`src/design/hgpc_pkg.sv`:
```
package hgpc_pkg;

  localparam int COORD_BITS = 16;
  localparam int FRAC_BITS  = 16;
  localparam int SQRT3_FIX  = 113512;
  localparam int SQRT_BITS  = 18;
  localparam int QUO_BITS   = 16;
  localparam int NUM_BITS   = 35;
  localparam int DV_BITS    = 14;
  localparam int SIZE_BITS  = 12;
  localparam int DIV_STAGES = QUO_BITS;
  localparam int REM_BITS   = 31;
  localparam int ERR_BITS   = 31;
  localparam int K_BITS     = 17;
  localparam int AX_BITS    = 19;
  localparam int OFS_BITS   = 20;
  localparam int CMP_BITS   = 48;

  localparam logic signed [31:0] COORD_MAX = 32'((64'sd1 <<< (COORD_BITS - 1)) - 64'sd1);
  localparam logic signed [31:0] COORD_MIN = -COORD_MAX - 32'sd1;

  localparam logic LAYOUT_POINTY = 1'b0;
  localparam logic LAYOUT_FLAT   = 1'b1;
  localparam logic ACT_TO_HEX    = 1'b0;
  localparam logic ACT_TO_PIXEL  = 1'b1;
  localparam logic CFG_CELL_SIZE = 1'b0;
  localparam logic CFG_LAYOUT    = 1'b1;

  localparam int CH_Q = 0;
  localparam int CH_R = 1;
  localparam int CH_S = 2;

  typedef struct packed {
    logic                  act;
    logic                  lay;
    logic [2:0]            neg;
    logic [DV_BITS-1:0]    dv;
    logic [COORD_BITS-1:0] px_x;
    logic [COORD_BITS-1:0] px_y;
  } side_t;

  typedef logic [2:0][NUM_BITS-1:0] num3_t;
  typedef logic [2:0][QUO_BITS-1:0] quo3_t;

  function automatic logic [COORD_BITS-1:0] sat_coord(input logic signed [31:0] v);
    logic signed [31:0] c;
    begin
      if (v > COORD_MAX) begin
        c = COORD_MAX;
      end else if (v < COORD_MIN) begin
        c = COORD_MIN;
      end else begin
        c = v;
      end
      return c[COORD_BITS-1:0];
    end
  endfunction

endpackage

```
`src/design/hgpc_round.sv`:
```
module hgpc_round (
  input  logic                              clk,
  input  logic                              rst,
  input  logic                              en,
  input  logic                              in_valid,
  input  hgpc_pkg::num3_t                   in_rem,
  input  hgpc_pkg::quo3_t                   in_quo,
  input  hgpc_pkg::side_t                   in_side,
  output logic                              out_valid,
  output logic [2*hgpc_pkg::COORD_BITS-1:0] out_data
);
  import hgpc_pkg::*;

  // Stage R1: signed rounded values and twice the rounding errors, |D - R|.
  logic [REM_BITS-1:0]                d_full;
  logic [2:0][K_BITS-1:0]             k_nx;
  logic [2:0][ERR_BITS-1:0]           e_nx;
  logic signed [31:0]                 diff;

  assign d_full = {1'b0, in_side.dv, {FRAC_BITS{1'b0}}};

  always_comb begin
    for (int c = 0; c < 3; c++) begin
      diff    = $signed({1'b0, d_full}) - $signed({1'b0, in_rem[c][REM_BITS-1:0]});
      e_nx[c] = diff[31] ? ERR_BITS'(-diff) : diff[ERR_BITS-1:0];
      k_nx[c] = in_side.neg[c] ? -{1'b0, in_quo[c]} : {1'b0, in_quo[c]};
    end
  end

  logic                     v1;
  logic [2:0][K_BITS-1:0]   k1;
  logic [2:0][ERR_BITS-1:0] e1;
  side_t                    sd1;

  always_ff @(posedge clk) begin
    if (rst) begin
      v1 <= 1'b0;
    end else if (en) begin
      v1 <= in_valid;
    end
    if (en) begin
      k1  <= k_nx;
      e1  <= e_nx;
      sd1 <= in_side;
    end
  end

  // Stage R2: largest-error component is recomputed; ties favour r, then s.
  logic                       big_q, big_s;
  logic signed [AX_BITS-1:0]  kq, kr, ks, q_nx, r_nx;

  assign kq    = $signed({{2{k1[CH_Q][K_BITS-1]}}, k1[CH_Q]});
  assign kr    = $signed({{2{k1[CH_R][K_BITS-1]}}, k1[CH_R]});
  assign ks    = $signed({{2{k1[CH_S][K_BITS-1]}}, k1[CH_S]});
  assign big_q = (e1[CH_Q] > e1[CH_S]) && (e1[CH_Q] > e1[CH_R]);
  assign big_s = e1[CH_S] > e1[CH_R];
  assign q_nx  = big_q ? -ks - kr : kq;
  assign r_nx  = (!big_q && !big_s) ? -kq - ks : kr;

  logic                      v2;
  logic signed [AX_BITS-1:0] q2, r2;
  side_t                     sd2;

  always_ff @(posedge clk) begin
    if (rst) begin
      v2 <= 1'b0;
    end else if (en) begin
      v2 <= v1;
    end
    if (en) begin
      q2  <= q_nx;
      r2  <= r_nx;
      sd2 <= sd1;
    end
  end

  // Stage R3: axial to offset coordinates, saturation, output register.
  logic signed [OFS_BITS-1:0] qe, re, col, row;
  logic [COORD_BITS-1:0]      hx, hy;

  assign qe  = $signed({q2[AX_BITS-1], q2});
  assign re  = $signed({r2[AX_BITS-1], r2});
  assign col = (sd2.lay == LAYOUT_FLAT) ? qe :
               qe + ($signed(re + $signed({{(OFS_BITS-1){1'b0}}, re[0]})) >>> 1);
  assign row = (sd2.lay == LAYOUT_FLAT) ?
               re + ($signed(qe - $signed({{(OFS_BITS-1){1'b0}}, qe[0]})) >>> 1) : re;
  assign hx  = sat_coord($signed({{(32-OFS_BITS){col[OFS_BITS-1]}}, col}));
  assign hy  = sat_coord($signed({{(32-OFS_BITS){row[OFS_BITS-1]}}, row}));

  always_ff @(posedge clk) begin
    if (rst) begin
      out_valid <= 1'b0;
    end else if (en) begin
      out_valid <= v2;
    end
    if (en) begin
      out_data <= (sd2.act == ACT_TO_PIXEL) ? {sd2.px_y, sd2.px_x} : {hy, hx};
    end
  end

endmodule

```
`config.mk`:
```
export PLATFORM = sky130hd
export DESIGN_NAME = hgpc_round
export DESIGN_NICKNAME = d
export VERILOG_FILES = /design/src/design/hgpc_pkg.sv /design/src/design/hgpc_round.sv
export SDC_FILE = /design/constraint.sdc
export NUM_CORES = 1
export LEC_CHECK = 0
export BUFFER_PORTS_ARGS = -buffer_cell sky130_fd_sc_hd__buf_2
export CAP_MARGIN = 20
export CORE_MARGIN = 2
export CORE_UTILIZATION = 37
export DETAILED_ROUTE_END_ITERATION = 8
export GPL_TIMING_DRIVEN = 0
export PLACE_DENSITY_LB_ADDON = 0.2
export SLEW_MARGIN = 10
export SYNTH_ARGS = -nofsm -noshare
export SYNTH_HDL_FRONTEND = slang
export SYNTH_SLANG_ARGS = --single-unit
```
`constraint.sdc`:
```
create_clock -name clk -period 7.3 [get_ports clk]
set_clock_uncertainty 0.2 [all_clocks]
set_input_delay 1.46 -clock clk [delete_from_list [all_inputs] [get_ports clk]]
set_output_delay 1.46 -clock clk [all_outputs]
set_load 0.05 [all_outputs]
```
==> metrics.txt <==
status=finished, final reports clean; startpoint types=primary input; static leakage=10.8 nW; share of cells above drive strength 1=0.125; total CTS buffers=35; hold_sp=sd1[27]; wl on met1=31600 um; FF-to-FF Start=r2[2]; crit-path max FO=10; Vias/cell=5.34; min cycle time layout=5.66 ns; total iterations of the first detailed-routing run=5; # fillers=5969; slowest cell delay on critical path=0.90 ns; Cell Area, Synth=23000 um2; Layout area overhead=14.1%; commonest non-fill, non-tap cell in the layout=edfxtp_1; die area=64100 um2; WL met2=28000 um; CTS sink cnt=285; grt ovf=0; Syn Inst Count=2399; r2r setup slk=2.26 ns; syn_nets=2860; Most common cell on crit path=buf_2; residual DRC count=0; slew margin rel.=0.328; clk root buf=clkbuf_16; Post-Route Utilization=0.426; Final Cell Area=26200 um2; Post-CTS Resized=0; Clk Latency, worst-skew pair=0.54 ns; number of enable flip-flop cells after synthesis=282; FMAX=0.177 GHz; #FFs+latches synth=285; met3 wire len=3090 um; die height=253 um; Pwr Total=7.08 mW; CP Cell Sequence=buf_2 -> ha_1 -> nor3b_1 -> and4b_1 -> buf_2 -> a2111oi_2 -> o21ai_1 -> a31o_2 -> o21a_1 -> o21bai_1 -> buf_2 -> o21ai_0 -> xnor2_1; synthesized area per cell=9.57 um2; Crit. End Element=flop; Reg2Reg Capture Point=out_data[10]; most frequent cells in the layout=edfxtp_1, ha_1, buf_2; Hold WC Path Type=flop to flop; Most used DFF post-synth=edfxtp_1; DR vias=18500; Site Rows=91; Routed Antenna Nets=0; placed cell area=25100 um2; CTS Hold Bufs=0; H-tree depth=2; nets=3111; Final setup viols=0; Final Worst Setup Slack=1.64 ns; Worst Tran Pin Value=1.01 ns; RSZ-0062 raised after global routing=no; CTS tree=done; initial DRC count=1077; setup_tns=0 ns; post-synthesis sequential area ratio=0.372; Hold Crit Depth=0; clock-pin slew on the worst setup and hold paths=0.06 ns; Peak VDD IR=0.000130 V; warnings from Yosys=0; aggregate routed wire length=63700 um; Hold Violations, Final=0; global-route wire length before repair=98400 um; CP arrival=5.74 ns; Final Slew Violations=0; Initial Utilization=0.373; r2r worst-path depth=16; core area=61500 um2; post-synth cell types=91; Final Cycle Share=0.776; IO Count=241; Slowest cell on crit path=a2111oi_2; Critical Path RT=7.38 ns; critical path class=primary input to flop; worst-case hold path end point=sd2[27]; Placer Congestion=0.894; async set or reset register ratio after synthesis=0; post-DP HPWL=51600 um; Die X=253 um; Power per Cell Area=270 nW/um2; initial antenna violation count=5; pin count of the biggest net entering global routing=114; vias in the first global route=17900; uppermost layer routed=met5; Post-CTS Setup Inserts=0; maxcap violations=0; Setup WS pre-CTS=1.06 ns; clock buffer depth=3; Tot GR Track Use=0.195; PortBufs=211; WL per Instance=18.4 um
[critical path: cells and delay by family]
| family | cells | cell delay, ns |
|---|---|---|
| xor gates and xnor gates | 1 | 0.14 |
| adders and majority gates | 1 | 0.29 |
| and+or+nand+nor | 2 | 0.40 |
| AOI/OAI and AO/OA | 6 | 2.61 |
| buffers and inverters | 3 | 0.82 |
[final cells by class]
type	count	area (um2)	share of cell area
multi-input combinational	1818	13300	0.508
sequential	285	8530	0.326
timing repair buffer	214	1130	0.0430
tap	790	988	0.0377
clock buffer	45	956	0.0365
inverter	213	800	0.0305
buffer	83	327	0.0125
clock inverter	18	150	0.00573
antenna	5	12.5	0.000478
[synth_stat cells, types with 5 or more instances]
| library cell | count | share of area |
|---|---|---|
| or2_2 | 18 | 0.0049 |
| nand4_1 | 30 | 0.0082 |
| nand2_1 | 161 | 0.026 |
| and2_1 | 12 | 0.0033 |
| buf_2 | 12 | 0.0026 |
| o211ai_1 | 17 | 0.0056 |
| ha_1 | 249 | 0.14 |
| o2111ai_1 | 5 | 0.0019 |
| clkbuf_1 | 64 | 0.010 |
| buf_1 | 7 | 0.0011 |
| or3_1 | 21 | 0.0057 |
| nand3b_1 | 6 | 0.0020 |
| nor2_1 | 146 | 0.024 |
| a21boi_0 | 7 | 0.0023 |
| nor3b_1 | 5 | 0.0016 |
| nor3_1 | 69 | 0.015 |
| a211oi_1 | 17 | 0.0056 |
| mux2_2 | 17 | 0.0083 |
| o21bai_1 | 12 | 0.0039 |
| o21ai_0 | 104 | 0.023 |
| inv_1 | 212 | 0.035 |
| or4_1 | 22 | 0.0072 |
| a211o_1 | 8 | 0.0031 |
| a41oi_1 | 9 | 0.0034 |
| o311ai_0 | 18 | 0.0069 |
| o31ai_1 | 21 | 0.0069 |
| xnor2_1 | 201 | 0.077 |
| and3_1 | 18 | 0.0049 |
| a31oi_1 | 18 | 0.0049 |
| o21ai_1 | 8 | 0.0017 |
| a2111oi_0 | 5 | 0.0019 |
| xor2_1 | 74 | 0.028 |
| o41ai_1 | 10 | 0.0038 |
| mux2i_1 | 31 | 0.014 |
| o21a_1 | 27 | 0.0088 |
| nand3_1 | 57 | 0.012 |
| nand2b_1 | 27 | 0.0074 |
| nor2b_1 | 41 | 0.011 |
| a31o_2 | 6 | 0.0023 |
| a21oi_1 | 160 | 0.035 |
| edfxtp_1 | 282 | 0.37 |
| nor4_1 | 16 | 0.0044 |
| o22ai_1 | 8 | 0.0022 |
| a21o_1 | 51 | 0.017 |
[kinds of logic (layout without fill, tap and decap cells)]
family	count (synthesis)	count (layout)	synth area share
other	0	5	0
buffers and inverters	296	573	0.0491
multiplexers	48	48	0.0219
adder cells (fa/ha/maj)	253	253	0.139
flip-flops	285	285	0.372
XOR/XNOR	275	275	0.105
AND/OR/NAND/NOR	681	681	0.153
AO/OA/AOI/OAI	561	561	0.160
[where the power goes]
group,internal [mW],switching (mW)
clock network,1.00,0.703
registers,2.15,0.202
logic,1.22,1.80
total,4.37,2.71
[metal layers]
| layer | global-route usage | vias up |
|---|---|---|
| met3 | 0.0287 | 64 |
| met1 | 0.283 | 8743 |
| met4 | 0.0399 | 4 |
| met5 | 0 | - |
| met2 | 0.307 | 423 |
| li1 | - | 9299 |
[state kept, by name, indices dropped and copies added (netlist names)]
name / flops
q2: 19
v1: 1
sd1: 34
out_valid: 1
out_data: 32
k1: 51
v2: 1
sd2: 34
r2: 19
e1: 93
[worst max path at each step]
| stage | startpoint | endpoint | cells past startpoint |
|---|---|---|---|
| floorplan | in_rem[54] | e1[60] | 12 |
| detailed placement | in_side[32] | e1[88] | 13 |
| CTS | in_side[32] | e1[88] | 13 |
| global placement | en | v1 | 3 |
| global route | in_side[32] | e1[88] | 13 |
| finish | in_side[32] | e1[88] | 13 |
[metrics by stage]
step / hold slack [ns] / cells
after global placement: 0.204 / 3400
final: 0.217 / 3471
after global routing: 0.223 / 3468
after CTS: 0.218 / 3466
after floorplan: 0.200 / 2399
after detailed placement: 0.205 / 3403
No activity file was read; power rests on OpenSTA's default activity.
