===== src/design/hgpc_pkg.sv =====
package hgpc_pkg;

  localparam int COORD_BITS = 16;
  localparam int FRAC_BITS  = 16;
  localparam int SQRT3_FIX  = 113512;
  localparam int SQRT_BITS  = 18;
  localparam int QUO_BITS   = 16;
  localparam int NUM_BITS   = 35;
  localparam int DV_BITS    = 14;
  localparam int SIZE_BITS  = 12;
  localparam int DIV_STAGES = QUO_BITS;
  localparam int REM_BITS   = 31;
  localparam int ERR_BITS   = 31;
  localparam int K_BITS     = 17;
  localparam int AX_BITS    = 19;
  localparam int OFS_BITS   = 20;
  localparam int CMP_BITS   = 48;

  localparam logic signed [31:0] COORD_MAX = 32'((64'sd1 <<< (COORD_BITS - 1)) - 64'sd1);
  localparam logic signed [31:0] COORD_MIN = -COORD_MAX - 32'sd1;

  localparam logic LAYOUT_POINTY = 1'b0;
  localparam logic LAYOUT_FLAT   = 1'b1;
  localparam logic ACT_TO_HEX    = 1'b0;
  localparam logic ACT_TO_PIXEL  = 1'b1;
  localparam logic CFG_CELL_SIZE = 1'b0;
  localparam logic CFG_LAYOUT    = 1'b1;

  localparam int CH_Q = 0;
  localparam int CH_R = 1;
  localparam int CH_S = 2;

  typedef struct packed {
    logic                  act;
    logic                  lay;
    logic [2:0]            neg;
    logic [DV_BITS-1:0]    dv;
    logic [COORD_BITS-1:0] px_x;
    logic [COORD_BITS-1:0] px_y;
  } side_t;

  typedef logic [2:0][NUM_BITS-1:0] num3_t;
  typedef logic [2:0][QUO_BITS-1:0] quo3_t;

  function automatic logic [COORD_BITS-1:0] sat_coord(input logic signed [31:0] v);
    logic signed [31:0] c;
    begin
      if (v > COORD_MAX) begin
        c = COORD_MAX;
      end else if (v < COORD_MIN) begin
        c = COORD_MIN;
      end else begin
        c = v;
      end
      return c[COORD_BITS-1:0];
    end
  endfunction

endpackage


===== src/design/hgpc_front.sv =====
module hgpc_front (
  input  logic                            clk,
  input  logic                            rst,
  input  logic                            en,
  input  logic                            in_valid,
  input  logic                            in_act,
  input  logic [hgpc_pkg::COORD_BITS-1:0] in_x,
  input  logic [hgpc_pkg::COORD_BITS-1:0] in_y,
  input  logic [hgpc_pkg::SIZE_BITS-1:0]  cell_size,
  input  logic                            layout,
  output logic                            out_valid,
  output hgpc_pkg::num3_t                 out_num,
  output hgpc_pkg::side_t                 out_side
);
  import hgpc_pkg::*;

  // Stage 0: input register.
  logic                         v0, act0, lay0;
  logic signed [COORD_BITS-1:0] x0, y0;
  logic [SIZE_BITS-1:0]         sz0;

  always_ff @(posedge clk) begin
    if (rst) begin
      v0 <= 1'b0;
    end else if (en) begin
      v0 <= in_valid;
    end
    if (en) begin
      act0 <= in_act;
      lay0 <= layout;
      x0   <= in_x;
      y0   <= in_y;
      sz0  <= (cell_size == '0) ? SIZE_BITS'(1) : cell_size;
    end
  end

  // Stage 1: products.
  logic signed [SQRT_BITS-1:0]  s3;
  logic signed [COORD_BITS-1:0] u;
  logic signed [33:0]           a;
  logic signed [NUM_BITS-1:0]   a_ext, x_sh, y_sh, x_sh2, y_sh2, nq, nr;
  logic signed [17:0]           t;
  logic [DV_BITS-1:0]           dv;
  logic [12:0]                  h;
  logic signed [30:0]           p;
  logic signed [29:0]           lin_p;
  logic signed [30:0]           lin_f;

  assign s3    = SQRT_BITS'(SQRT3_FIX);
  assign u     = (lay0 == LAYOUT_FLAT) ? y0 : x0;
  assign a     = s3 * u;
  assign a_ext = {a[33], a};
  assign x_sh  = $signed({{3{x0[15]}}, x0, 16'b0});
  assign y_sh  = $signed({{3{y0[15]}}, y0, 16'b0});
  assign x_sh2 = $signed({{2{x0[15]}}, x0, 17'b0});
  assign y_sh2 = $signed({{2{y0[15]}}, y0, 17'b0});
  assign nq    = (lay0 == LAYOUT_FLAT) ? x_sh2 : a_ext - y_sh;
  assign nr    = (lay0 == LAYOUT_FLAT) ? a_ext - x_sh : y_sh2;
  assign t     = (lay0 == LAYOUT_FLAT) ?
                 $signed({y0[15], y0, 1'b0}) + $signed({17'b0, x0[0]}) :
                 $signed({x0[15], x0, 1'b0}) - $signed({17'b0, y0[0]});
  assign dv    = ({2'b0, sz0} << 1) + {2'b0, sz0};
  assign h     = dv[13:1];
  assign p     = $signed({1'b0, sz0}) * t;
  assign lin_p = $signed({1'b0, h}) * y0;
  assign lin_f = $signed({1'b0, dv}) * x0;

  logic                       v1, act1, lay1;
  logic signed [NUM_BITS-1:0] nq1, nr1;
  logic signed [30:0]         p1, lin1;
  logic [DV_BITS-1:0]         dv1;

  always_ff @(posedge clk) begin
    if (rst) begin
      v1 <= 1'b0;
    end else if (en) begin
      v1 <= v0;
    end
    if (en) begin
      act1 <= act0;
      lay1 <= lay0;
      nq1  <= nq;
      nr1  <= nr;
      p1   <= p;
      lin1 <= (lay0 == LAYOUT_FLAT) ? lin_f : {lin_p[29], lin_p};
      dv1  <= dv;
    end
  end

  // Stage 2: magnitudes and the sqrt(3) scaling.
  logic [NUM_BITS-1:0] ns, nq_n, nr_n, ns_n;
  logic [29:0]         pm;
  logic [16:0]         s3u;
  logic [46:0]         prod;
  logic signed [30:0]  lin_h;

  assign ns    = -nq1 - nr1;
  assign nq_n  = -nq1;
  assign nr_n  = -nr1;
  assign ns_n  = -ns;
  assign pm    = p1[30] ? 30'(-p1) : p1[29:0];
  assign s3u   = 17'(SQRT3_FIX);
  assign prod  = pm * s3u;
  // Halving of the flat-top column product truncates toward zero.
  assign lin_h = (lay1 == LAYOUT_FLAT) ? ($signed(lin1 + {30'b0, lin1[30]}) >>> 1) : lin1;

  logic                v2, act2, lay2, pneg2;
  logic [2:0]          neg2;
  logic [2:0][33:0]    mag2;
  logic [29:0]         sc2;
  logic signed [30:0]  lin2;
  logic [DV_BITS-1:0]  dv2;

  always_ff @(posedge clk) begin
    if (rst) begin
      v2 <= 1'b0;
    end else if (en) begin
      v2 <= v1;
    end
    if (en) begin
      act2       <= act1;
      lay2       <= lay1;
      neg2[CH_Q] <= nq1[NUM_BITS-1];
      neg2[CH_R] <= nr1[NUM_BITS-1];
      neg2[CH_S] <= ns[NUM_BITS-1];
      mag2[CH_Q] <= nq1[NUM_BITS-1] ? nq_n[33:0] : nq1[33:0];
      mag2[CH_R] <= nr1[NUM_BITS-1] ? nr_n[33:0] : nr1[33:0];
      mag2[CH_S] <= ns[NUM_BITS-1] ? ns_n[33:0] : ns[33:0];
      sc2        <= prod[46:17];
      pneg2      <= p1[30];
      lin2       <= lin_h;
      dv2        <= dv1;
    end
  end

  // Stage 3: rounding bias for the divider and the finished pixel result.
  logic signed [31:0]    sc_s, lin_s;
  logic [COORD_BITS-1:0] sc_sat, lin_sat;
  num3_t                 nb;
  side_t                 sd;

  assign sc_s    = pneg2 ? -$signed({2'b0, sc2}) : $signed({2'b0, sc2});
  assign lin_s   = $signed({lin2[30], lin2});
  assign sc_sat  = sat_coord(sc_s);
  assign lin_sat = sat_coord(lin_s);

  always_comb begin
    for (int c = 0; c < 3; c++) begin
      nb[c] = {mag2[c], 1'b0} + {5'b0, dv2, 16'b0};
    end
    sd.act  = act2;
    sd.lay  = lay2;
    sd.neg  = neg2;
    sd.dv   = dv2;
    sd.px_x = (lay2 == LAYOUT_FLAT) ? lin_sat : sc_sat;
    sd.px_y = (lay2 == LAYOUT_FLAT) ? sc_sat : lin_sat;
  end

  always_ff @(posedge clk) begin
    if (rst) begin
      out_valid <= 1'b0;
    end else if (en) begin
      out_valid <= v2;
    end
    if (en) begin
      out_num  <= nb;
      out_side <= sd;
    end
  end

endmodule


===== config.mk =====
export PLATFORM = sky130hd
export DESIGN_NAME = hgpc_front
export DESIGN_NICKNAME = d
export VERILOG_FILES = /design/src/design/hgpc_pkg.sv /design/src/design/hgpc_front.sv
export SDC_FILE = /design/constraint.sdc
export NUM_CORES = 2
export LEC_CHECK = 0
export BUFFER_PORTS_ARGS = -buffer_cell sky130_fd_sc_hd__buf_2
export CORE_MARGIN = 4
export CORE_UTILIZATION = 58
export DETAILED_ROUTE_END_ITERATION = 8
export PLACE_DENSITY_LB_ADDON = 0.25
export SLEW_MARGIN = 20
export SYNTH_ARGS = -nofsm -noshare
export SYNTH_HDL_FRONTEND = slang
export SYNTH_SLANG_ARGS = --single-unit
export TNS_END_PERCENT = 10

===== constraint.sdc =====
create_clock -name clk -period 21.8 [get_ports clk]
set_input_delay 5.45 -clock clk [delete_from_list [all_inputs] [get_ports clk]]
set_output_delay 5.45 -clock clk [all_outputs]
set_load 0.1 [all_outputs]

==> results by group <==
Outcome
  • Status: completed

Route
  • Drt pass-1 iters: 6
  • Post-DR wirelength/cell: 19.0 um
  • Via count: approximately 45000
  • Routed Antenna Nets: 0
  • Drt initial violations: 3420
  • # DRC: 0
  • Via density: 5.54
  • Routed wire length: 156 mm

CTS
  • CTS Root Cell: clkbuf_16
  • CTS sink cnt: a little over 500
  • Worst skew pair latency: 0.69 ns
  • CTS tree: built
  • Setup Fix Bufs, Post-CTS: 0
  • Clk buf depth: 3
  • H-tree Lvls: 2
  • Clock-pin slew on the worst setup and hold paths: approximately 0.060 ns
  • CTS Buf Count: 58
  • # hold bufs at CTS: 0
  • CTS resizes: 0

STA
  • Setup TNS: 0 ns
  • Slew Viols, Final: 0
  • Normalized max-slew margin: 0.248
  • Unrepaired setup endpoints after global routing: no
  • Crit share post-route: 0.474
  • Hold_ws: 0.416 ns
  • Final setup vio count: 0
  • Final min period: 10.34 ns
  • Hold Fails Final Rpt: 0
  • Tightest Pin Transition: 1.12 ns
  • Skew final: 0.0394 ns
  • Maximum achievable frequency: 0.0967 GHz

Worst hold path
  • Worst hold path class: reg2reg
  • Worst hold path startpoint: act2

Yosys
  • Syn. warnings: 0
  • Number of synthesized flops with an enable pin: 506
  • Yosys cell types: 80
  • Netlist Area Pre-Place: 65100 sq um
  • Cells after synthesis: 6527
  • Top_reg_cell synth: edfxtp_1
  • Syn Area/Cell: 9.98 sq um
  • Sequential share of the synthesized area: 0.235
  • Fraction of registers with async set/reset: 0
  • Register bit total from synthesis: 510

Setup path
  • Crit path launch: lay0
  • Slowest stage cell, crit path: o41ai_1
  • Crit start category: flip-flop
  • CP required: 22.35 ns
  • Critical Path Sink Type: flip-flop
  • Max incr delay on CP: 0.72 ns
  • R2r startpoint: lay0
  • Arr. time, crit path: approximately 11 ns
  • Crit path max fanout: 163
  • Critical path class: reg2reg

Floorplanning
  • Die X: about 340 um
  • Initial Util: 0.586
  • Die area: about 120000 sq um
  • Placeable Area: ~110000 sq um
  • Die Y: 343 um
  • Row count: 122
  • Top Ports: 207

Global route
  • Largest net degree at the start of global routing: 170
  • Initial antenna violation count: 3
  • Global Route Usage Sum: 0.272
  • Gr ovfl total: 0
  • Global-route wire length before repair: 253 mm
  • Number of global-route vias before repair: 47000

Layout
  • Final Core Density: 0.630
  • Share of cells above drive strength 1: 0.0649
  • Area Overhead vs Synth: 7.53%
  • Fin nets: 8267
  • Most frequent cells in the layout: 1384 x inv_1, 950 x fa_1, 604 x ha_1
  • Most common cell after layout, fill and taps aside: inv_1
  • Ant diodes: 0

Run
  • Max-Cap Viols: 0

Place
  • Gpl congestion: 1.01
  • Port bufs: 194
  • Final HPWL from detailed placement: 126 mm
==> worst max-delay path, delay by kind of cell, from the launching register on <==
family                   cells  cell delay [ns]
buffers and inverters        6             1.53
AND/OR/NAND/NOR              8             1.32
adder cells (fa/ha/maj)      8             3.22
XOR/XNOR                     2             0.34
AO/OA/AOI/OAI               12             3.37
flip-flops                   1             0.37
==> synthesized netlist by cell type, drive strengths merged, types with 88 or more instances <==
cell | count | area share
inv | 1384 | 0.080
fa | 950 | 0.29
ha | 604 | 0.12
nand2 | 557 | 0.032
edfxtp | 506 | 0.23
xnor2 | 306 | 0.041
and2 | 283 | 0.027
nor2 | 253 | 0.015
a21oi | 239 | 0.018
o21ai | 221 | 0.017
clkbuf | 176 | 0.010
xor2 | 129 | 0.017
a21o | 88 | 0.010
==> state kept, by name, indices dropped and copies added, names as in the netlist, 3 cells and up <==
register / cells
sz0: 12
x0: 16
y0: 16
dv1: 14
sc2: 30
lin2: 31
p1: 31
dv2: 14
nq1: 32
out_num: 93
nr1: 32
lin1: 31
neg2: 3
out_side: 51
mag2: 93
==> worst paths after layout <==
kind / slack, ns / cells past startpoint / to
min: 0.42 / 0 / out_side[50]
max reg2reg: 11.46 / 36 / nr1[34]
max: 11.46 / 36 / nr1[34]
min reg2reg: 0.42 / 0 / out_side[50]
==> area by class of cell <==
type | count | area, sq um
Sequential cell | 510 | 15300
Inverter | 1386 | 5200
Clock inverter | 47 | 642
Tap cell | 1488 | 1860
Fill cell | 9237 | 41100
Timing Repair Buffer | 272 | 1620
Clock buffer | 63 | 1470
Multi-Input combinational cell | 4435 | 44000
==> per-layer routing <==
layer / part of all wire / track usage / vias to the layer above
met1: 0.44 / 0.387 / 22700
met5: 0.00012 / 0 / -
met3: 0.071 / 0.0425 / 242
li1: - / - / 21100
met4: 0.026 / 0.0699 / 4
met2: 0.46 / 0.442 / 1396
==> cells by family (layout without fill, tap and decap cells) <==
family                   Yosys count  in the layout  share of synthesized area
AND/OR/NAND/NOR                 1526           1526                      0.115
flip-flops                       510            510                      0.235
adder cells (fa/ha/maj)         1555           1555                      0.408
AO/OA/AOI/OAI                    865            865                     0.0839
multiplexers                      42             42                    0.00672
other                              1             12                  0.0000576
buffers and inverters           1593           1768                     0.0927
XOR/XNOR                         435            435                     0.0585
==> per-stage QoR <==
stage | instances | setup WS [ns] | instance area (sq um)
after floorplan | 6538 | 12.02 | 65200
after global placement | 8089 | 11.63 | 67900
after detailed placement | 8090 | 11.57 | 67900
after CTS | 8200 | 11.53 | 70000
after global routing | 8201 | 10.88 | 70000
final | 8201 | 11.46 | 70000
Power is not shown: default switching activity piles up to over one toggle a cycle in this logic, so the estimate is an artifact.
