`src/design/hgpc_pkg.sv`:
```
package hgpc_pkg;

  localparam int COORD_BITS = 16;
  localparam int FRAC_BITS  = 16;
  localparam int SQRT3_FIX  = 113512;
  localparam int SQRT_BITS  = 18;
  localparam int QUO_BITS   = 16;
  localparam int NUM_BITS   = 35;
  localparam int DV_BITS    = 14;
  localparam int SIZE_BITS  = 12;
  localparam int DIV_STAGES = QUO_BITS;
  localparam int REM_BITS   = 31;
  localparam int ERR_BITS   = 31;
  localparam int K_BITS     = 17;
  localparam int AX_BITS    = 19;
  localparam int OFS_BITS   = 20;
  localparam int CMP_BITS   = 48;

  localparam logic signed [31:0] COORD_MAX = 32'((64'sd1 <<< (COORD_BITS - 1)) - 64'sd1);
  localparam logic signed [31:0] COORD_MIN = -COORD_MAX - 32'sd1;

  localparam logic LAYOUT_POINTY = 1'b0;
  localparam logic LAYOUT_FLAT   = 1'b1;
  localparam logic ACT_TO_HEX    = 1'b0;
  localparam logic ACT_TO_PIXEL  = 1'b1;
  localparam logic CFG_CELL_SIZE = 1'b0;
  localparam logic CFG_LAYOUT    = 1'b1;

  localparam int CH_Q = 0;
  localparam int CH_R = 1;
  localparam int CH_S = 2;

  typedef struct packed {
    logic                  act;
    logic                  lay;
    logic [2:0]            neg;
    logic [DV_BITS-1:0]    dv;
    logic [COORD_BITS-1:0] px_x;
    logic [COORD_BITS-1:0] px_y;
  } side_t;

  typedef logic [2:0][NUM_BITS-1:0] num3_t;
  typedef logic [2:0][QUO_BITS-1:0] quo3_t;

  function automatic logic [COORD_BITS-1:0] sat_coord(input logic signed [31:0] v);
    logic signed [31:0] c;
    begin
      if (v > COORD_MAX) begin
        c = COORD_MAX;
      end else if (v < COORD_MIN) begin
        c = COORD_MIN;
      end else begin
        c = v;
      end
      return c[COORD_BITS-1:0];
    end
  endfunction

endpackage

```
`src/design/hgpc_div.sv`:
```
module hgpc_div (
  input  logic            clk,
  input  logic            rst,
  input  logic            en,
  input  logic            in_valid,
  input  hgpc_pkg::num3_t in_num,
  input  hgpc_pkg::side_t in_side,
  output logic            out_valid,
  output hgpc_pkg::num3_t out_rem,
  output hgpc_pkg::quo3_t out_quo,
  output hgpc_pkg::side_t out_side
);
  import hgpc_pkg::*;

  logic  vld   [DIV_STAGES];
  num3_t rem_q [DIV_STAGES];
  quo3_t quo_q [DIV_STAGES];
  side_t side_q[DIV_STAGES];

  // One quotient bit per stage, most significant first, divisor 6*size*2^16.
  for (genvar i = 0; i < DIV_STAGES; i++) begin : g_stage
    logic          vld_in;
    num3_t         rem_in, rem_nx;
    quo3_t         quo_in, quo_nx;
    side_t         side_in;
    logic [CMP_BITS-1:0] cand;

    if (i == 0) begin : g_first
      assign vld_in  = in_valid;
      assign rem_in  = in_num;
      assign quo_in  = '0;
      assign side_in = in_side;
    end else begin : g_next
      assign vld_in  = vld[i-1];
      assign rem_in  = rem_q[i-1];
      assign quo_in  = quo_q[i-1];
      assign side_in = side_q[i-1];
    end

    assign cand = {{(CMP_BITS-DV_BITS){1'b0}}, side_in.dv} << (FRAC_BITS + 1 + DIV_STAGES - 1 - i);

    always_comb begin
      for (int c = 0; c < 3; c++) begin
        if ({{(CMP_BITS-NUM_BITS){1'b0}}, rem_in[c]} >= cand) begin
          rem_nx[c] = rem_in[c] - cand[NUM_BITS-1:0];
          quo_nx[c] = {quo_in[c][QUO_BITS-2:0], 1'b1};
        end else begin
          rem_nx[c] = rem_in[c];
          quo_nx[c] = {quo_in[c][QUO_BITS-2:0], 1'b0};
        end
      end
    end

    always_ff @(posedge clk) begin
      if (rst) begin
        vld[i] <= 1'b0;
      end else if (en) begin
        vld[i] <= vld_in;
      end
      if (en) begin
        rem_q[i]  <= rem_nx;
        quo_q[i]  <= quo_nx;
        side_q[i] <= side_in;
      end
    end
  end

  assign out_valid = vld[DIV_STAGES-1];
  assign out_rem   = rem_q[DIV_STAGES-1];
  assign out_quo   = quo_q[DIV_STAGES-1];
  assign out_side  = side_q[DIV_STAGES-1];

  logic [NUM_BITS-1:0] dv2_full;
  assign dv2_full = {{(NUM_BITS-DV_BITS-FRAC_BITS-1){1'b0}}, out_side.dv, {(FRAC_BITS+1){1'b0}}};

  // The numerators are bounded so that the quotient's top bit stays clear.
  a_quo_range: assert property (@(posedge clk) disable iff (rst)
    out_valid |-> !out_quo[CH_Q][QUO_BITS-1] && !out_quo[CH_R][QUO_BITS-1]
                  && !out_quo[CH_S][QUO_BITS-1])
    else $error("quotient out of range");

  a_rem_q: assert property (@(posedge clk) disable iff (rst)
    out_valid |-> out_rem[CH_Q] < dv2_full && out_rem[CH_R] < dv2_full)
    else $error("remainder not reduced");

  a_rem_s: assert property (@(posedge clk) disable iff (rst)
    out_valid |-> out_rem[CH_S] < dv2_full)
    else $error("remainder not reduced");

endmodule

```
`config.mk`:
```
export PLATFORM = sky130hd
export DESIGN_NAME = hgpc_div
export DESIGN_NICKNAME = d
export VERILOG_FILES = /design/src/design/hgpc_pkg.sv /design/src/design/hgpc_div.sv
export SDC_FILE = /design/constraint.sdc
export NUM_CORES = 2
export LEC_CHECK = 0
export ABC_AREA = 1
export CORE_MARGIN = 2
export CORE_UTILIZATION = 64
export DETAILED_ROUTE_END_ITERATION = 16
export DONT_BUFFER_PORTS = 1
export MAX_ROUTING_LAYER = met4
export PLACE_DENSITY = 0.8
export SLEW_MARGIN = 30
export SYNTH_ARGS = -nofsm -noshare
export SYNTH_HDL_FRONTEND = slang
export SYNTH_SLANG_ARGS = --single-unit
```
`constraint.sdc`:
```
create_clock -name clk -period 2.55 [get_ports clk]
set_input_delay 0.3825 -clock clk [delete_from_list [all_inputs] [get_ports clk]]
set_output_delay 0.3825 -clock clk [all_outputs]
set_load 0.05 [all_outputs]
```
==> run_results.csv, run 1 <==
group,metric,value,unit
yosys,synth_top_area_share,0.695,
clocking,cts_made_buffers,306,
timing,worst_endpoint,"quo_q[0][64]$_DFFE_PP_/D",
floorplanning,die-width,448,µm
placed_design,placedInstanceArea,135000,µm²
floorplanning,ios,365,
clocking,clk_path_buf_depth,4,
yosys,syn_area,126000,µm²
status,toolErrorMsg,"[ERROR GRT-0232] Routing congestion too high. Check the congestion heatmap in the GUI.",
placed_design,dpl.hpwl,232000,µm
status,lastStage,"global routing",
yosys,synth_edf_count,2920,
floorplanning,die_h,448,µm
global_routing,grt_use_total,0.562,
clocking,htree_levels,5,
floorplanning,row_count,163,
yosys,yosys-top-cells-count,"2,920 x edfxtp_1, 2,507 x nand2_1, 1,234 x nor2_1",
yosys,avgSynthCellArea,12.0,µm²
yosys,syn-instance-count,10502,
global_routing,gr-total-overflow,19,
clocking,clock_sinks,2920,
placed_design,gp_congestion,1.01,
yosys,ys_warn_count,0,
status,outcome,"aborted with a tool error",
yosys,syn-num-nets,11184,
yosys,yosysTopAreaCell,"edfxtp_1",
floorplanning,initial_core_util,0.642,
yosys,ys_top_cells_by_area,"edfxtp_1 69%, nand2_1 7.5%, ha_1 4.7%",
clocking,root_buffer,"clkbuf_16",
yosys,ys.flop_type,"edfxtp_1",
global_routing,antenna_found_initial,77,
timing,worstEndpointType,"register input",
yosys,yosys.cell_count.top_type,"edfxtp_1",
global_routing,grt_start_max_net_pins,237,
yosys,async_flop_share,0,
yosys,ys_ff_latch,2920,
yosys,synth_cell_types,51,
placed_design,io_buffer_count,0,
yosys,ys_seq_area_frac,0.695,
[metrics by stage]
stage / hold WS [ns] / std cells / setup WS, ns
floorplan: 0.400 / 10502 / 0.399
global placement: 0.400 / 13737 / -4.10
detailed placement: 0.405 / 13745 / -4.14
CTS: 0.00126 / 14513 / 0.00567
[cells by family after synthesis]
kind of cell	count (synthesis)	share of synthesized area
xor+xnor	274	0.0190
fa+ha+maj	522	0.0546
compound gates	622	0.0274
buf+inv	1063	0.0331
simple gates	5101	0.171
flops	2920	0.695
[repair_timing]
action | 4_1_cts
endpoints found under the setup margin | 1005
gates cloned | 24
endpoints found under the hold margin | 365
gates resized for setup | 21
pin swaps | 1
hold buffers | 209
setup buffers | 5
[metal layers]
metal	overflow	GRT usage
met1	2	0.535
met5	-	-
met2	11	0.746
met4	6	0.499
met3	0	0.396
==> run 2, diff against run 1 <==
--- a/config.mk
+++ b/config.mk
@@ -7,11 +7,10 @@
 export LEC_CHECK = 0
 export ABC_AREA = 1
 export CORE_MARGIN = 2
-export CORE_UTILIZATION = 64
+export CORE_UTILIZATION = 40
 export DETAILED_ROUTE_END_ITERATION = 16
 export DONT_BUFFER_PORTS = 1
-export MAX_ROUTING_LAYER = met4
-export PLACE_DENSITY = 0.8
+export PLACE_DENSITY_LB_ADDON = 0.15
 export SLEW_MARGIN = 30
 export SYNTH_ARGS = -nofsm -noshare
 export SYNTH_HDL_FRONTEND = slang
==> run_results.csv, run 2 <==
group,metric,value,unit
critical_path,slowest_stage,"edfxtp_1",
yosys,yosysTopAreaCell,"edfxtp_1",
timing,finalHoldViolations,0,
clocking,cts_made_buffers,328,
floorplanning,die_area,320000,µm²
clocking,clk_pin_slew,0.06,ns
cells_and_area,syn2layout_area_growth,21.1,%
placed_design,dp_slack,-0.239,ns
floorplanning,initial_core_util,0.401,
cells_and_area,fin_nets,12608,
critical_path,end_kind,"flop",
yosys,syn_area,126000,µm²
timing,fin_crit_sh,0.965,
yosys,ys_seq_area_frac,0.695,
cells_and_area,final_cell_mix,"2,920 x edfxtp_1, 2,489 x nand2_1, 1,217 x nor2_1",
critical_path,cp_cell_sequence,"ha_1 > fa_1 > nand3b_1 > nand2_1 > inv_1 > o21bai_1 > a21oi_4 > nand2_2 > buf_12",
yosys,ys_warn_count,0,
timing,setup_viol,0,
timing,rsz0062_at_grt,"true",
clocking,clock_latency,0.93,ns
yosys,avgSynthCellArea,12.0,µm²
timing,min_period,2.46,ns
yosys,yosys.cell_count.top_type,"edfxtp_1",
yosys,async_flop_share,0,
routing,first_pass_iters,7,
critical_path,startpoint_type,"flop",
cells_and_area,largest_register_ffs,1680,
critical_path,worst-path-stages,9,
critical_path,cp_top_family,"adder cells",
min_path,whs_path_depth,3,
yosys,synth_cell_types,51,
routing,ant_nets,0,
clocking,clock_sinks,2920,
routing,vias_per_cell,4.84,
power_and_ir_drop,leakage,62.2,nW
placed_design,dpl.hpwl,259000,µm
job,cap_violations,0,
floorplanning,ios,365,
cells_and_area,reg_top3,"rem_q: 1680 flops, side_q: 816 flops, quo_q: 408 flops",
critical_path,worst-setup-path-type,"flop to flop",
status,outcome,"finished clean",
timing,tightest_slew,0.691,ns
critical_path,max_stage_delay,0.54,ns
yosys,synth_top_area_share,0.695,
floorplanning,die_h,566,µm
global_routing,grt_first_pass_wirelength,495000,µm
yosys,yosys-top-cells-count,"2,920 x edfxtp_1, 2,507 x nand2_1, 1,234 x nor2_1",
power_and_ir_drop,vdd_drop_max,0.581,mV
timing,worst_clock_skew,0.0549,ns
cells_and_area,top_register,"rem_q",
yosys,ys_top_cells_by_area,"edfxtp_1 69%, nand2_1 7.5%, ha_1 4.7%",
global_routing,grt_start_max_net_pins,99,
critical_path,critical_path_buf_inv_count,2,
routing,wirelength,328000,µm
min_path,worstHoldPathType,"primary input to flop",
yosys,syn-instance-count,10502,
global_routing,gr-total-overflow,0,
floorplanning,core,314000,µm²
routing,drt_iter0_drc,4386,
critical_path,required,3.31,ns
yosys,syn-num-nets,11184,
floorplanning,die-width,566,µm
floorplanning,row_count,206,
placed_design,io_buffer_count,0,
placed_design,gp_congestion,0.938,
timing,slew_violations,0,
cells_and_area,final_common_cell,"edfxtp_1",
timing,maxSlewHeadroom,0.540,
power_and_ir_drop,p_total,0.132,W
yosys,ys_ff_latch,2920,
timing,max_freq,406,MHz
global_routing,grt_use_total,0.205,
cells_and_area,drive_gt1_frac,0.140,
clocking,htree_levels,5,
routing,drc_errors,0,
critical_path,r2r_cells,9,
timing,hold-worst-slack,0.0760,ns
critical_path,crit_arrival,3.22,ns
routing,vias,79099,
clocking,root_buffer,"clkbuf_16",
routing,post_drt_wl_per_cell,20.1,µm
placed_design,placedInstanceArea,140000,µm²
power_and_ir_drop,p_per_area,861,nW/µm²
yosys,ys.flop_type,"edfxtp_1",
cells_and_area,final_cells,16354,
timing,layout_setup_ws,0.0899,ns
clocking,clk_path_buf_depth,4,
critical_path,crit_fanout,8,
placed_design,dp_cells,15571,
yosys,synth_edf_count,2920,
global_routing,antenna_found_initial,3,
clocking,cts_tree,"done",
global_routing,grt_pass1_vias,82169,
cells_and_area,final_area,153000,µm²
run 2: cell counts after synthesis:
No cell type changed its count.
run 2: layer usage:
layer / vias to the layer above / part of all wire / wire length (µm) / global-route usage
met4: 0 / 0.067 / 21900 / 0.120
met1: 37393 / 0.37 / 122000 / 0.220
met3: 713 / 0.026 / 8500 / 0.0201
met5: - / 0 / 0 / 0
li1: 39543 / - / - / -
met2: 1450 / 0.54 / 176000 / 0.388
run 2: layout make-up:
| class | instances | area [µm²] |
|---|---|---|
| antenna | 5 | 12.5 |
| clock buffer | 381 | 8430 |
| clock inverter | 212 | 2370 |
| fill | 28079 | 162000 |
| inverter | 983 | 3710 |
| multi-input combinational | 6519 | 34700 |
| sequential | 2920 | 87700 |
| tap | 4160 | 5200 |
| timing repair buffer | 1174 | 10700 |
run 2: worst paths after layout:
path                                                from                      end  slack [ns]
worst min register to register   quo_q[0][146]$_DFFE_PP_  quo_q[0][195]$_DFFE_PP_        0.40
worst max register to register  side_q[0][185]$_DFFE_PP_  quo_q[0][224]$_DFFE_PP_        0.09
worst max-delay path            side_q[0][185]$_DFFE_PP_  quo_q[0][224]$_DFFE_PP_        0.09
worst min-delay path                                 rst  vld[1][0]$_SDFFCE_PN0P_        0.08
run 2: power breakdown:
part           internal [W]  total (W)  switching, W
logic               0.00881     0.0223        0.0135
clock network        0.0276     0.0468        0.0192
registers            0.0581     0.0625       0.00433
total                0.0945      0.132        0.0371
run 2: stage by stage:
step                setup TNS [ns]   util
floorplan                        0      -
global placement             -5.25  0.445
detailed placement           -6.84  0.445
CTS                       -0.00302  0.484
global route               -0.0278  0.486
finish                           0  0.486
run 2: worst reg2reg max path, cell delays in order, from the launching register on:
cell	delay (ns)
edfxtp_1	0.54
ha_1	0.30
fa_1	0.41
nand3b_1	0.17
nand2_1	0.11
inv_1	0.05
o21bai_1	0.26
a21oi_4	0.15
nand2_2	0.20
buf_12	0.15
run 2: kinds of logic after synthesis:
family / Yosys count / share of synthesized area
AOI/OAI and AO/OA: 622 / 0.0274
xor gates and xnor gates: 274 / 0.0190
adders and majority gates: 522 / 0.0546
buffers and inverters: 1063 / 0.0331
DFF: 2920 / 0.695
and+or+nand+nor: 5101 / 0.171
run 2: what timing repair did:
action	4_1_cts	5_1_grt
hold buffers	166	0
setup buffers	2	17
setup endpoints to repair	81	329
gates resized for setup	16	112
pin swaps	1	9
endpoints found under the hold margin	199	0
Power figures use the tool's default switching activity.
